==> config.mk <==
export PLATFORM = sky130hd
export DESIGN_NAME = morse_id_keyer_unit
export DESIGN_NICKNAME = d
export VERILOG_FILES = /design/src/rtl/mik_pkg.sv /design/src/rtl/mik_lookup.sv /design/src/rtl/mik_sequencer.sv /design/src/rtl/morse_id_keyer_unit.sv
export SDC_FILE = /design/constraint.sdc
export NUM_CORES = 1
export LEC_CHECK = 0
export BUFFER_PORTS_ARGS = -buffer_cell sky130_fd_sc_hd__buf_2
export CELL_PAD_IN_SITES_DETAIL_PLACEMENT = 1
export CELL_PAD_IN_SITES_GLOBAL_PLACEMENT = 1
export CORE_ASPECT_RATIO = 1.25
export CORE_MARGIN = 2
export CORE_UTILIZATION = 43
export DETAILED_ROUTE_END_ITERATION = 7
export PLACE_DENSITY = 0.81
export SYNTH_ARGS = -nofsm -noshare
export SYNTH_HDL_FRONTEND = slang
export SYNTH_SLANG_ARGS = --single-unit
==> constraint.sdc <==
create_clock -name clk -period 6.55 [get_ports clk]
set_clock_uncertainty 0.2 [all_clocks]
set_input_delay 0.3275 -clock clk [delete_from_list [all_inputs] [get_ports clk]]
set_output_delay 0.3275 -clock clk [all_outputs]
set_load 0.02 [all_outputs]
==> src/rtl/mik_pkg.sv <==
`timescale 1ns / 1ps
`default_nettype none
// ----------------------------------------------------------------------------
// mik_pkg: shared types and Morse table for the identifier keyer
// Request and segment structs, element pattern type, code lookup.
// ----------------------------------------------------------------------------
package mik_pkg;

    localparam int MaxElems = 5;
    localparam int CountW   = $clog2(MaxElems + 1);

    localparam logic [1:0] LenDot  = 2'd1;
    localparam logic [1:0] LenDash = 2'd3;
    localparam logic [1:0] LenGap  = 2'd1;
    localparam logic [1:0] LenWord = 2'd3;

    typedef struct packed {
        logic [7:0] char_code;
        logic       first_char;
        logic       last_char;
    } char_req_t;

    typedef struct packed {
        logic       key_down;
        logic [1:0] length_units;
        logic       end_of_run;
    } seg_t;

    // element pattern: first element in bit 0, a one is a dash
    typedef struct packed {
        logic                mapped;
        logic [CountW-1:0]   count;
        logic [MaxElems-1:0] pattern;
    } code_t;

    function automatic code_t morse_code(input logic [7:0] c);
        code_t r;
        r = '{mapped: 1'b1, count: CountW'(5), pattern: '0};
        case (c)
            8'h41: begin r.count = CountW'(2); r.pattern = 5'b00010; end
            8'h42: begin r.count = CountW'(4); r.pattern = 5'b00001; end
            8'h43: begin r.count = CountW'(4); r.pattern = 5'b00101; end
            8'h44: begin r.count = CountW'(3); r.pattern = 5'b00001; end
            8'h45: begin r.count = CountW'(1); r.pattern = 5'b00000; end
            8'h46: begin r.count = CountW'(4); r.pattern = 5'b00100; end
            8'h47: begin r.count = CountW'(3); r.pattern = 5'b00011; end
            8'h48: begin r.count = CountW'(4); r.pattern = 5'b00000; end
            8'h49: begin r.count = CountW'(2); r.pattern = 5'b00000; end
            8'h4A: begin r.count = CountW'(4); r.pattern = 5'b01110; end
            8'h4B: begin r.count = CountW'(3); r.pattern = 5'b00101; end
            8'h4C: begin r.count = CountW'(4); r.pattern = 5'b00010; end
            8'h4D: begin r.count = CountW'(2); r.pattern = 5'b00011; end
            8'h4E: begin r.count = CountW'(2); r.pattern = 5'b00001; end
            8'h4F: begin r.count = CountW'(3); r.pattern = 5'b00111; end
            8'h50: begin r.count = CountW'(4); r.pattern = 5'b00110; end
            8'h51: begin r.count = CountW'(4); r.pattern = 5'b01011; end
            8'h52: begin r.count = CountW'(3); r.pattern = 5'b00010; end
            8'h53: begin r.count = CountW'(3); r.pattern = 5'b00000; end
            8'h54: begin r.count = CountW'(1); r.pattern = 5'b00001; end
            8'h55: begin r.count = CountW'(3); r.pattern = 5'b00100; end
            8'h56: begin r.count = CountW'(4); r.pattern = 5'b01000; end
            8'h57: begin r.count = CountW'(3); r.pattern = 5'b00110; end
            8'h58: begin r.count = CountW'(4); r.pattern = 5'b01001; end
            8'h59: begin r.count = CountW'(4); r.pattern = 5'b01101; end
            8'h5A: begin r.count = CountW'(4); r.pattern = 5'b00011; end
            8'h30: r.pattern = 5'b11111;
            8'h31: r.pattern = 5'b11110;
            8'h32: r.pattern = 5'b11100;
            8'h33: r.pattern = 5'b11000;
            8'h34: r.pattern = 5'b10000;
            8'h35: r.pattern = 5'b00000;
            8'h36: r.pattern = 5'b00001;
            8'h37: r.pattern = 5'b00011;
            8'h38: r.pattern = 5'b00111;
            8'h39: r.pattern = 5'b01111;
            default: r = '{mapped: 1'b0, count: '0, pattern: '0};
        endcase
        return r;
    endfunction

endpackage
`default_nettype wire

==> src/rtl/mik_lookup.sv <==
`timescale 1ns / 1ps
`default_nettype none
// ----------------------------------------------------------------------------
// mik_lookup: character decoder
// Maps an ASCII code to its element count and dot/dash pattern.
// ----------------------------------------------------------------------------
module mik_lookup (
    input  wire logic [7:0]     char_code,
    output mik_pkg::code_t      code
);
    import mik_pkg::*;

    always_comb
    begin
        code = morse_code(char_code);
    end

endmodule
`default_nettype wire

==> src/rtl/mik_sequencer.sv <==
`timescale 1ns / 1ps
`default_nettype none
// ----------------------------------------------------------------------------
// mik_sequencer: element shift register and segment sequencer
// Holds one request and steps out one key segment per advance.
// ----------------------------------------------------------------------------
module mik_sequencer (
    input  wire logic               clk,
    input  wire logic               rst_n,
    input  wire logic               load,
    input  wire mik_pkg::char_req_t req,
    input  wire mik_pkg::code_t     code,
    input  wire logic               advance,
    output logic                    busy,
    output mik_pkg::seg_t           seg
);
    import mik_pkg::*;

    logic                lead_reg, lead_next;
    logic                gap_reg, gap_next;
    logic                trail_reg, trail_next;
    logic [CountW-1:0]   cnt_reg, cnt_next;
    logic [MaxElems-1:0] pat_reg, pat_next;
    logic                elems_left;

    assign elems_left = (cnt_reg != '0);
    assign busy       = lead_reg | gap_reg | elems_left | trail_reg;

    // segment on offer from the current state
    always_comb
    begin
        seg = '{key_down: 1'b0, length_units: LenWord, end_of_run: 1'b1};
        if (lead_reg)
        begin
            seg.end_of_run = gap_reg | elems_left | trail_reg;
            seg.end_of_run = ~seg.end_of_run;
        end
        else if (gap_reg)
        begin
            seg.length_units = LenGap;
            seg.end_of_run   = ~(elems_left | trail_reg);
        end
        else if (elems_left)
        begin
            seg.key_down     = 1'b1;
            seg.length_units = pat_reg[0] ? LenDash : LenDot;
            seg.end_of_run   = ~((cnt_reg > CountW'(1)) | trail_reg);
        end
    end

    always_comb
    begin
        lead_next  = lead_reg;
        gap_next   = gap_reg;
        trail_next = trail_reg;
        cnt_next   = cnt_reg;
        pat_next   = pat_reg;
        if (load)
        begin
            lead_next  = req.first_char;
            gap_next   = 1'b0;
            cnt_next   = code.mapped ? code.count : '0;
            pat_next   = code.pattern;
            trail_next = code.mapped & ~req.last_char;
        end
        else if (advance && busy)
        begin
            if (lead_reg)
            begin
                lead_next = 1'b0;
            end
            else if (gap_reg)
            begin
                gap_next = 1'b0;
            end
            else if (elems_left)
            begin
                // advance one element, queue the inner gap if more follow
                pat_next = {1'b0, pat_reg[MaxElems-1:1]};
                cnt_next = cnt_reg - CountW'(1);
                gap_next = (cnt_reg > CountW'(1));
            end
            else
            begin
                trail_next = 1'b0;
            end
        end
    end

    always_ff @(posedge clk or negedge rst_n)
    begin
        if (!rst_n)
        begin
            lead_reg  <= 1'b0;
            gap_reg   <= 1'b0;
            trail_reg <= 1'b0;
            cnt_reg   <= '0;
        end
        else
        begin
            lead_reg  <= lead_next;
            gap_reg   <= gap_next;
            trail_reg <= trail_next;
            cnt_reg   <= cnt_next;
        end
    end

    always_ff @(posedge clk)
    begin
        pat_reg <= pat_next;
    end

endmodule
`default_nettype wire

==> src/rtl/morse_id_keyer_unit.sv <==
`timescale 1ns / 1ps
`default_nettype none
// ----------------------------------------------------------------------------
// morse_id_keyer_unit: Morse identifier keyer
// Turns identifier characters into key-down / key-up segments in dot units.
// ----------------------------------------------------------------------------
// Usage:
//   char channel (char_valid / char_stall / char_data) takes one request per
//   ASCII character with its first / last flags. seg channel
//   (seg_valid / seg_stall / seg_data) returns the key segments of that
//   character in order; end_of_run marks the last one.
//   A request is held in the element shift register, which steps out one
//   segment per cycle into the output register whenever the output
//   register is free. A character of n segments (0 to 11) keeps char_stall
//   high until the sequencer has stepped out all n of them.
//   A character that yields no segment is taken with no stall.
//   While seg_stall is high the output register holds and the sequencer
//   waits; the next request is taken as soon as the sequencer has emptied,
//   even if its last segment still waits in the output register.
//   Reset clears the sequencer and the output valid; nothing is pending.
// ----------------------------------------------------------------------------
module morse_id_keyer_unit (
    input  wire logic               clk,
    input  wire logic               rst_n,
    input  wire logic               char_valid,
    output logic                    char_stall,
    input  wire mik_pkg::char_req_t char_data,
    output logic                    seg_valid,
    input  wire logic               seg_stall,
    output mik_pkg::seg_t           seg_data
);
    import mik_pkg::*;

    code_t code;
    seg_t  seg_offer;
    logic  busy;
    logic  load;
    logic  slot_free;
    logic  emit;
    logic  seg_valid_reg, seg_valid_next;
    seg_t  seg_data_reg;

    assign char_stall = busy;
    assign load       = char_valid & ~busy;
    assign slot_free  = ~seg_valid_reg | ~seg_stall;
    assign emit       = busy & slot_free;

    mik_lookup u_lookup (
        .char_code (char_data.char_code),
        .code      (code)
    );

    mik_sequencer u_sequencer (
        .clk     (clk),
        .rst_n   (rst_n),
        .load    (load),
        .req     (char_data),
        .code    (code),
        .advance (slot_free),
        .busy    (busy),
        .seg     (seg_offer)
    );

    always_comb
    begin
        seg_valid_next = seg_valid_reg & seg_stall;
        if (emit)
        begin
            seg_valid_next = 1'b1;
        end
    end

    always_ff @(posedge clk or negedge rst_n)
    begin
        if (!rst_n)
        begin
            seg_valid_reg <= 1'b0;
        end
        else
        begin
            seg_valid_reg <= seg_valid_next;
        end
    end

    always_ff @(posedge clk)
    begin
        if (emit)
        begin
            seg_data_reg <= seg_offer;
        end
    end

    assign seg_valid = seg_valid_reg;
    assign seg_data  = seg_data_reg;

    // a request with the lead-in always keeps the sequencer busy next cycle
    a_lead_busy : assert property (@(posedge clk) disable iff (!rst_n)
        (char_valid && !char_stall && char_data.first_char) |=> char_stall)
        else $error("lead-in request did not occupy the sequencer");

    // a segment that is not the last leaves more work behind
    a_more_after : assert property (@(posedge clk) disable iff (!rst_n)
        (emit && !seg_offer.end_of_run) |=> busy)
        else $error("sequencer emptied before end of run");

    // the closing segment empties the sequencer
    a_end_idle : assert property (@(posedge clk) disable iff (!rst_n)
        (emit && seg_offer.end_of_run) |=> !busy)
        else $error("sequencer still busy after end of run");

endmodule
`default_nettype wire
## Word level (Yosys, flattened, before mapping)

Cells that the tools add are included.

| operators by class | value |
|---|---|
| eq/ne operators | 39 |
| magnitude comparators | 1 |
| bitwise gates (word level) | 20 |
| $add $sub $neg | 1 |
| multiplexer cells | 31 |
| reduce and logical (&&, ||, !) cells | 22 |

Operator list:

| operator | count |
|---|---|
| 8-bit by 7-bit == test with 1-bit output, second input constant | 26 |
| 5-bit case mux with 18 select lines | 1 |
| 8-bit by 6-bit == test with 1-bit output, second input constant | 10 |
| 36-bit OR reduction | 1 |
| 5-bit two-way mux | 5 |
| 3-bit two-way mux | 7 |
| 1-bit two-way mux | 15 |
| 3-bit case mux with 5 select lines | 1 |
| 12-bit OR reduction | 1 |
| 2-bit OR reduction | 6 |
| 10-bit OR reduction | 1 |
| 1-bit NOT | 8 |
| 1-bit OR | 8 |
| 4-bit AND reduction | 2 |
| 4-bit OR reduction | 2 |
| 8-bit OR reduction | 1 |
| 2-bit inequality test, second input constant | 3 |
| 3-bit OR reduction | 2 |
| 5-bit OR reduction | 1 |
| 1-bit AND | 4 |
| 4-bit two-way mux | 1 |
| 2-bit nonzero test | 2 |
| 3-bit by 1-bit > comparator with 1-bit output, second input constant | 1 |
| 3-bit nonzero test | 1 |
| other kinds (4) | 4 |

| storage, ports and cells | value |
|---|---|
| register bits after elaboration | 16 |
| input port bits | 14 |

## Logic depth before layout (Yosys ltp)

Gate-level depths: netlist of run 1.

| logic depth | value |
|---|---|
| depth in word-level cells | 7 |
| mapped depth | 7 |
| depth with buffers taken out | 7 |

## Hierarchy

Synthesis of run 1 repeated with hierarchy kept, for this count alone.

| unflattened totals | value |
|---|---|
| cell total of the unflattened synthesis | 187 |
| area, all modules | 1595.3 um^2 |

By module, submodules not included:

| module | cells an instance | instances | seq. area each (um^2) | area an instance (um^2) |
|---|---|---|---|---|
| mik_lookup | 107 | 1 | 0.0 | 711.9 |
| mik_sequencer | 71 | 1 | 300.3 | 709.4 |
| morse_id_keyer_unit | 9 | 1 | 145.1 | 173.9 |

## Least setup slack after synthesis of run 1

OpenSTA, ideal clock, no wires.

| path | value |
|---|---|
| path kind | register to register |
| from | register u_sequencer.cnt_reg[0] |
| to | register u_sequencer.pat_reg[1], data pin |
| slack | 4.448 ns |
| setup time | 0.275 ns |
| path buffers | 0 |
| arrival | 1.626 ns |
| required time | 6.075 ns |
| period minus slack after synthesis | 2.102 ns |
| stages on the path, launching flop included | 8 |
| cells stage by stage | dfrtp_1 -> inv_1 -> ha_1 -> and2b_1 -> nand4_1 -> a311o_1 -> a211oi_2 -> a41oi_1 |

| on the way | value |
|---|---|
| longest elaborated chain between the ends | 6 |

Ends and longest elaborated chain:

| element | RTL line | RTL |
|---|---|---|
| start: declaration | mik_sequencer.sv:22 | `logic [CountW-1:0] cnt_reg, cnt_next;` |
| start signal: assignment | mik_sequencer.sv:104 | `cnt_reg <= cnt_next;` |
| 3-bit nonzero test | mik_sequencer.sv:26 | `assign elems_left = (cnt_reg != '0);` |
| 1-bit OR (2 in a row) | mik_sequencer.sv:27 | `assign busy = lead_reg \| gap_reg \| elems_left \| trail_reg;` |
| 1-bit NOT | morse_id_keyer_unit.sv:44 | `assign load = char_valid & ~busy;` |
| 1-bit AND | morse_id_keyer_unit.sv:44 |  |
| 5-bit two-way mux | mik_sequencer.sv:58 | `if (load)` |
| via u_sequencer.pat_next[1] | mik_sequencer.sv:23 | `logic [MaxElems-1:0] pat_reg, pat_next;` |
| end signal: assignment | mik_sequencer.sv:110 | `pat_reg <= pat_next;` |
| end: declaration | mik_sequencer.sv:23 |  |

The timed path passes the listed nets, and every way through them passes these cells.
A chain may end at the register's enable or synchronous reset.

## Worst setup path after layout of run 1

Ends and elaborated chain as after synthesis.

==> results.json, run 1 <==
{
  "dpl-instance-area_um2": 1480,
  "cts_max_level": 1,
  "p_leak_uw": 0.000580,
  "ios": 20,
  "nFillCells": 398,
  "antenna_found_initial": 0,
  "layout.nets": 204,
  "grt_pass1_wl_um": 6990,
  "grt_pass1_vias": 1469,
  "fin_area_um2": 1540,
  "wirelength_um": 4080,
  "ir_drop_uv": 180,
  "fmax_ghz": 0.418,
  "largest_reg_flops": 5,
  "slew_viol_final": 0,
  "rows": 23,
  "ctsResizeCount": 0,
  "ys_warn_count": 0,
  "io_buffers": 18,
  "worst_pin_slew_ns": 0.542,
  "synth_top_family_by_area": "compound AO/OA/AOI/OAI gates",
  "synth-compound-area-share_pct": 29.7,
  "ys_ff_latch": 15,
  "postCtsHoldBufs": 1,
  "synth_area_leaders": "edfxtp_1 17%, dfrtp_1 12%, nor2_1 5.9%",
  "synth.distinct_cells": 62,
  "crit_fanout": 6,
  "maxCapViolations": 0,
  "grt_start_max_net_pins": 24,
  "async_flop_share_pct": 46.7,
  "synth_top_area_share_pct": 17.0,
  "die_area_um2": 3760,
  "cts_tree": "done",
  "synthToLayoutAreaGrowth_pct": 9.05,
  "cts_buffer_depth": 2,
  "setup_viol": 0,
  "period_needed_ns": 2.39,
  "multi_input_area_um2": 905,
  "synth_edf_count": 8,
  "synth_mux_area_share_pct": 1.51,
  "final_util_pct": 48.6,
  "synth.largest_area_cell": "edfxtp_1",
  "mostFrequentLayoutCells": "22 x nor2_1, 18 x buf_2, 15 x nand2_1",
  "ant_nets": 0,
  "syn_area_per_cell_um2": 8.06,
  "ys.flop_type": "edfxtp_1",
  "post_cts.repair.setup_buffers": 0,
  "vias_per_cell": 6.27,
  "fp.dieH_um": 68.0,
  "outcome": "finished clean",
  "min_path_type": "input pin to flop",
  "grt-ovfl-total": 0,
  "layout-drive-gt1-share_pct": 15.6,
  "synth_fp_nets": 192,
  "synth-adder-area-share_pct": 2.66,
  "gp_congestion": 0.916,
  "netlist_area_um2": 1410,
  "vias": 1399,
  "final-seq-area_um2": 415,
  "setup_tns_ns": 0,
  "final_common_cell": "nor2_1",
  "dieWidth_um": 55.2,
  "cp.arrival_ns": 2.16,
  "worst-setup-path-type": "flop to flop",
  "clock_latency_ns": 0.25,
  "cp_data_required_time_ns": 6.32,
  "routedWlPerCell_um": 18.3,
  "synth_xor_area_share_pct": 1.24,
  "core-area_um2": 3170,
  "hold_viol": 0,
  "drt_pass1_iterations": 4,
  "cts_sinks": 15,
  "grt_use_total_pct": 23.2,
  "drt_iter0_drc": 50,
  "syn_inst": 175,
  "ys_seq_area_share_pct": 29.5,
  "rsz0062_at_grt": "false",
  "critPathCaptureType": "flop",
  "fin_hold_ws_ns": 0.0824,
  "initial_core_util_pct": 44.5,
  "yosys.area_share.simple_pct": 28.7,
  "cts_made_buffers": 3,
  "path_clk_slew_ns": 0.06,
  "power_density_nw_per_um2": 325,
  "drc": 0,
  "cp-start-kind": "flop",
  "cts_root_buf": "clkbuf_8",
  "num_antenna_cells": 0,
  "dpl.hpwl_um": 3140,
  "relSlewSlack_pct": 63.6,
  "fin_crit_sh_pct": 36.5
}
## cell usage after synthesis (all sizes together) (2+ instances only)
cell and count:
o21bai 2, nor2b 3, clkbuf 4, or2 3, buf 8, inv 7, dfrtp 7, a22o 2
nand2b 8, o22ai 3, nand3 6, o21ai 9, and2b 2, nor2 22, nor3 8, o31ai 4
nor3b 2, a2bb2oi 2, edfxtp 8, o21a 2, a31oi 4, nand2 15, ha 3, o32ai 2
a21oi 7, a211oi 3, a21boi 4
## area by class of cell
cell class	instances	area share [%]
multi-input cells	141	58.8
flip-flops and latches	15	27.0
repair buffers	19	6.51
well taps	37	3.01
clock buffers	4	2.93
inverters	7	1.71
## per-layer routing
metal / up-vias / wire length, µm / track usage, %
li1: 666 / - / -
met1: 678 / 1520 / 24.9
met2: 49 / 2320 / 47.6
met3: 6 / 172 / 1.89
met4: 0 / 59 / 8.23
met5: - / 0 / 0
## worst max-delay path, stage by stage, from the launching register on
cell,delay (ns)
dfrtp_1,0.40
inv_1,0.12
ha_1,0.22
and2b_1,0.26
nand4_1,0.20
a311o_1,0.35
a211oi_2,0.19
a41oi_1,0.16
## report_power, final
group          internal, µW  switching [µW]  total, µW
clock network          43.1            31.5       74.6
logic                  91.6             149        240
registers               157            27.5        184
## path summary, 6_finish.rpt
| check | startpoint | to | slack, ns | cells past startpoint |
|---|---|---|---|---|
| min | char_data[0] | u_sequencer.trail_reg$_DFFE_PN0P_ | 0.08 | 2 |
| max reg2reg | u_sequencer.cnt_reg[0]$_DFFE_PN0P_ | u_sequencer.pat_reg[1]$_DFFE_PP_ | 4.16 | 7 |
| min reg2reg | u_sequencer.trail_reg$_DFFE_PN0P_ | u_sequencer.trail_reg$_DFFE_PN0P_ | 0.30 | 2 |
| max | u_sequencer.cnt_reg[0]$_DFFE_PN0P_ | u_sequencer.pat_reg[1]$_DFFE_PP_ | 4.16 | 7 |
| min in group asynchronous | rst_n | seg_valid$_DFF_PN0_ | 0.25 | 2 |
| max in group asynchronous | rst_n | u_sequencer.lead_reg$_DFFE_PN0N_ | 5.73 | 2 |
## logic make-up after synthesis
group / count (synthesis)
buffers and inverters: 19
multiplexers: 2
AO/OA/AOI/OAI: 55
other: 1
AND/OR/NAND/NOR: 78
XOR/XNOR: 2
adder cells (fa/ha/maj): 3
flip-flops: 15
## per-stage QoR
step | total power (µW) | setup slack, ns | instances
after CTS | 500 | 4.16 | 223
final | 499 | 4.16 | 223
after global routing | 538 | 4.01 | 223
after detailed placement | 420 | 4.20 | 218
after floorplan | 352 | 4.45 | 175
after global placement | 402 | 4.33 | 218
Power figures use the tool's default switching activity.
==> inputs of run 2 (changes only) <==
Settings changed: CORE_UTILIZATION 43 to 38, PLACE_DENSITY 0.81 to 0.76.
Clock period 6.55 ns to 2.11 ns, I/O delays scaled along.
==> run 2 against run 1 <==
The run now ends with setup timing left. Critical endpoint unchanged. Highest routed layer unchanged. Global-route usage decreased by 3.2 points. Power increased to 3.6 times the previous value. Sequential cell count unchanged. Core utilization increased by 0.18 points. Largest cell class unchanged. Count of clock-buffer cells in the layout unchanged. Critical path type unchanged.
==> results.json, run 2 (synthesis results as in run 1) <==
{
  "outcome": "finished with violations",
  "violations": "setup timing",
  "sw_frac_of_total_pct": 40.4,
  "grt.met2_usage_pct": 38.2,
  "ir_drop_uv": 867,
  "layout.nets": 222,
  "p_comb_share_pct": 55.5,
  "num_antenna_cells": 0,
  "critPathCaptureType": "flop",
  "grt_use_total_pct": 20.0,
  "ios": 20,
  "cts_tree": "done",
  "cp_data_required_time_ns": 1.89,
  "maxCapViolations": 0,
  "fmax_ghz": 0.452,
  "ff2ff_setup_slack_ns": -0.10,
  "fin_hold_ws_ns": 0.0203,
  "period_needed_ns": 2.21,
  "clock_latency_ns": 0.25,
  "dpl.hpwl_um": 3050,
  "cp_num_buf_inv": 1,
  "power_density_nw_per_um2": 1050,
  "slowest_stage": "dfrtp_1",
  "fp.dieH_um": 72.1,
  "cts_sinks": 15,
  "drt_iter0_drc": 48,
  "reg2regPathDepth": 7,
  "gr-usage-met3_pct": 2.14,
  "hold_viol": 0,
  "setup_viol": 2,
  "p_switching_uw": 724,
  "instances_no_fill": 243,
  "layout-drive-gt1-share_pct": 23.5,
  "die_area_um2": 4220,
  "antenna_found_initial": 0,
  "routedWlPerCell_um": 17.7,
  "cts_root_buf": "clkbuf_8",
  "synthToLayoutAreaGrowth_pct": 21.5,
  "cts_max_level": 1,
  "path_clk_slew_ns": 0.06,
  "path_delay_family": "compound AO/OA/AOI/OAI gates",
  "vias": 1454,
  "largest_reg_flops": 5,
  "cts_buffer_depth": 2,
  "rsz0062_at_grt": "true",
  "min_path_type": "input pin to asynchronous set/reset pin",
  "grt_pass1_wl_um": 6640,
  "dp_cells": 227,
  "slowest_delay_ns": 0.42,
  "fin_crit_sh_pct": 105,
  "ant_nets": 0,
  "initial_core_util_pct": 40.1,
  "grt_pass1_vias": 1487,
  "slew_viol_final": 0,
  "drt_pass1_iterations": 4,
  "pre_cts_ws_ns": 0.0197,
  "mostFrequentLayoutCells": "22 x nor2_1, 18 x buf_2, 15 x nand2_1",
  "cts_made_buffers": 3,
  "gp_congestion": 0.891,
  "crit_fanout": 3,
  "core-area_um2": 3510,
  "grt_start_max_net_pins": 24,
  "vias_per_cell": 5.98,
  "reg2reg_to": "u_sequencer.pat_reg[1]$_DFFE_PP_",
  "p_int_uw": 1070,
  "rows": 24,
  "met1_usage_pct": 21.7,
  "cp.arrival_ns": 2.00,
  "cp-start-kind": "flop",
  "worst-setup-path-type": "flop to flop",
  "path_cells": "inv_2, ha_4, and2b_1, nand4_1, a311o_1, a211oi_2, a41oi_1",
  "io_buffers": 18,
  "grt-ovfl-total": 0,
  "dieWidth_um": 58.5,
  "wirelength_um": 4310,
  "seqPwrFrac_pct": 31.4,
  "fin_ws_ns": -0.104,
  "grt-busiest-layer": "met2",
  "final_common_cell": "nor2_1",
  "critPathLaunch": "u_sequencer.cnt_reg[1]$_DFFE_PN0P_",
  "p_leak_uw": 0.000664,
  "clkPwrFrac_pct": 13.1,
  "r2r-start": "u_sequencer.cnt_reg[1]$_DFFE_PN0P_",
  "drc": 0
}
## run 2: changes by cell type in the layout (fill, tap and decap cells not counted), sizes merged
cell / change
buf: +15
dlygate4sd3: +3
## run 2: layer usage
layer  vias up  share of wire [%]
li1        704                  -
met1       716                 39
met2        28                 57
met3         6                2.6
met4         0                2.1
met5         -                  0
## run 2: cell type report
class                           count  area, µm²
Fill cell                         438       1800
Multi-Input combinational cell    141        931
Sequential cell                    15        415
Timing Repair Buffer               37        246
Tap cell                           39       48.8
Clock buffer                        4       45.0
Inverter                            7       26.3
## run 2: per-stage QoR
stage / cell area (µm²) / setup TNS (ns) / util, % / power [µW]
floorplan: 1410 / 0 / - / 1090
global placement: 1540 / 0 / 43.8 / 1280
detailed placement: 1540 / 0 / 43.8 / 1340
CTS: 1620 / 0 / 46.2 / 1590
global route: 1710 / -0.727 / 48.8 / 1920
finish: 1710 / -0.159 / 48.8 / 1790
## run 2: how the worst max path moves through the flow
stage,to,slack [ns],cells after the start
3_3_place_gp,u_sequencer.pat_reg[1]$_DFFE_PP_,0.11,7
6_report,u_sequencer.pat_reg[1]$_DFFE_PP_,-0.10,7
3_5_place_dp,u_sequencer.pat_reg[1]$_DFFE_PP_,0.02,7
4_1_cts,u_sequencer.pat_reg[1]$_DFFE_PP_,0.02,7
5_1_grt,u_sequencer.pat_reg[1]$_DFFE_PP_,-0.18,7
2_1_floorplan,u_sequencer.pat_reg[1]$_DFFE_PP_,0.008,7
## run 2: power by group through the flow
stage / clock [µW] / combinational (µW) / sequential (µW)
2_1_floorplan: 0 / 501 / 594
3_3_place_gp: 0 / 732 / 553
3_5_place_dp: 0 / 776 / 560
4_1_cts: 237 / 792 / 557
5_1_grt: 251 / 1090 / 579
6_report: 235 / 994 / 562
## run 2: timing repair
action                     4_1_cts  5_1_grt
hold endpoints to repair        10        0
pin swaps                        0        6
setup endpoints to repair        1       13
gates resized for setup          1        7
hold buffers                     4        0
setup buffers                    0        8
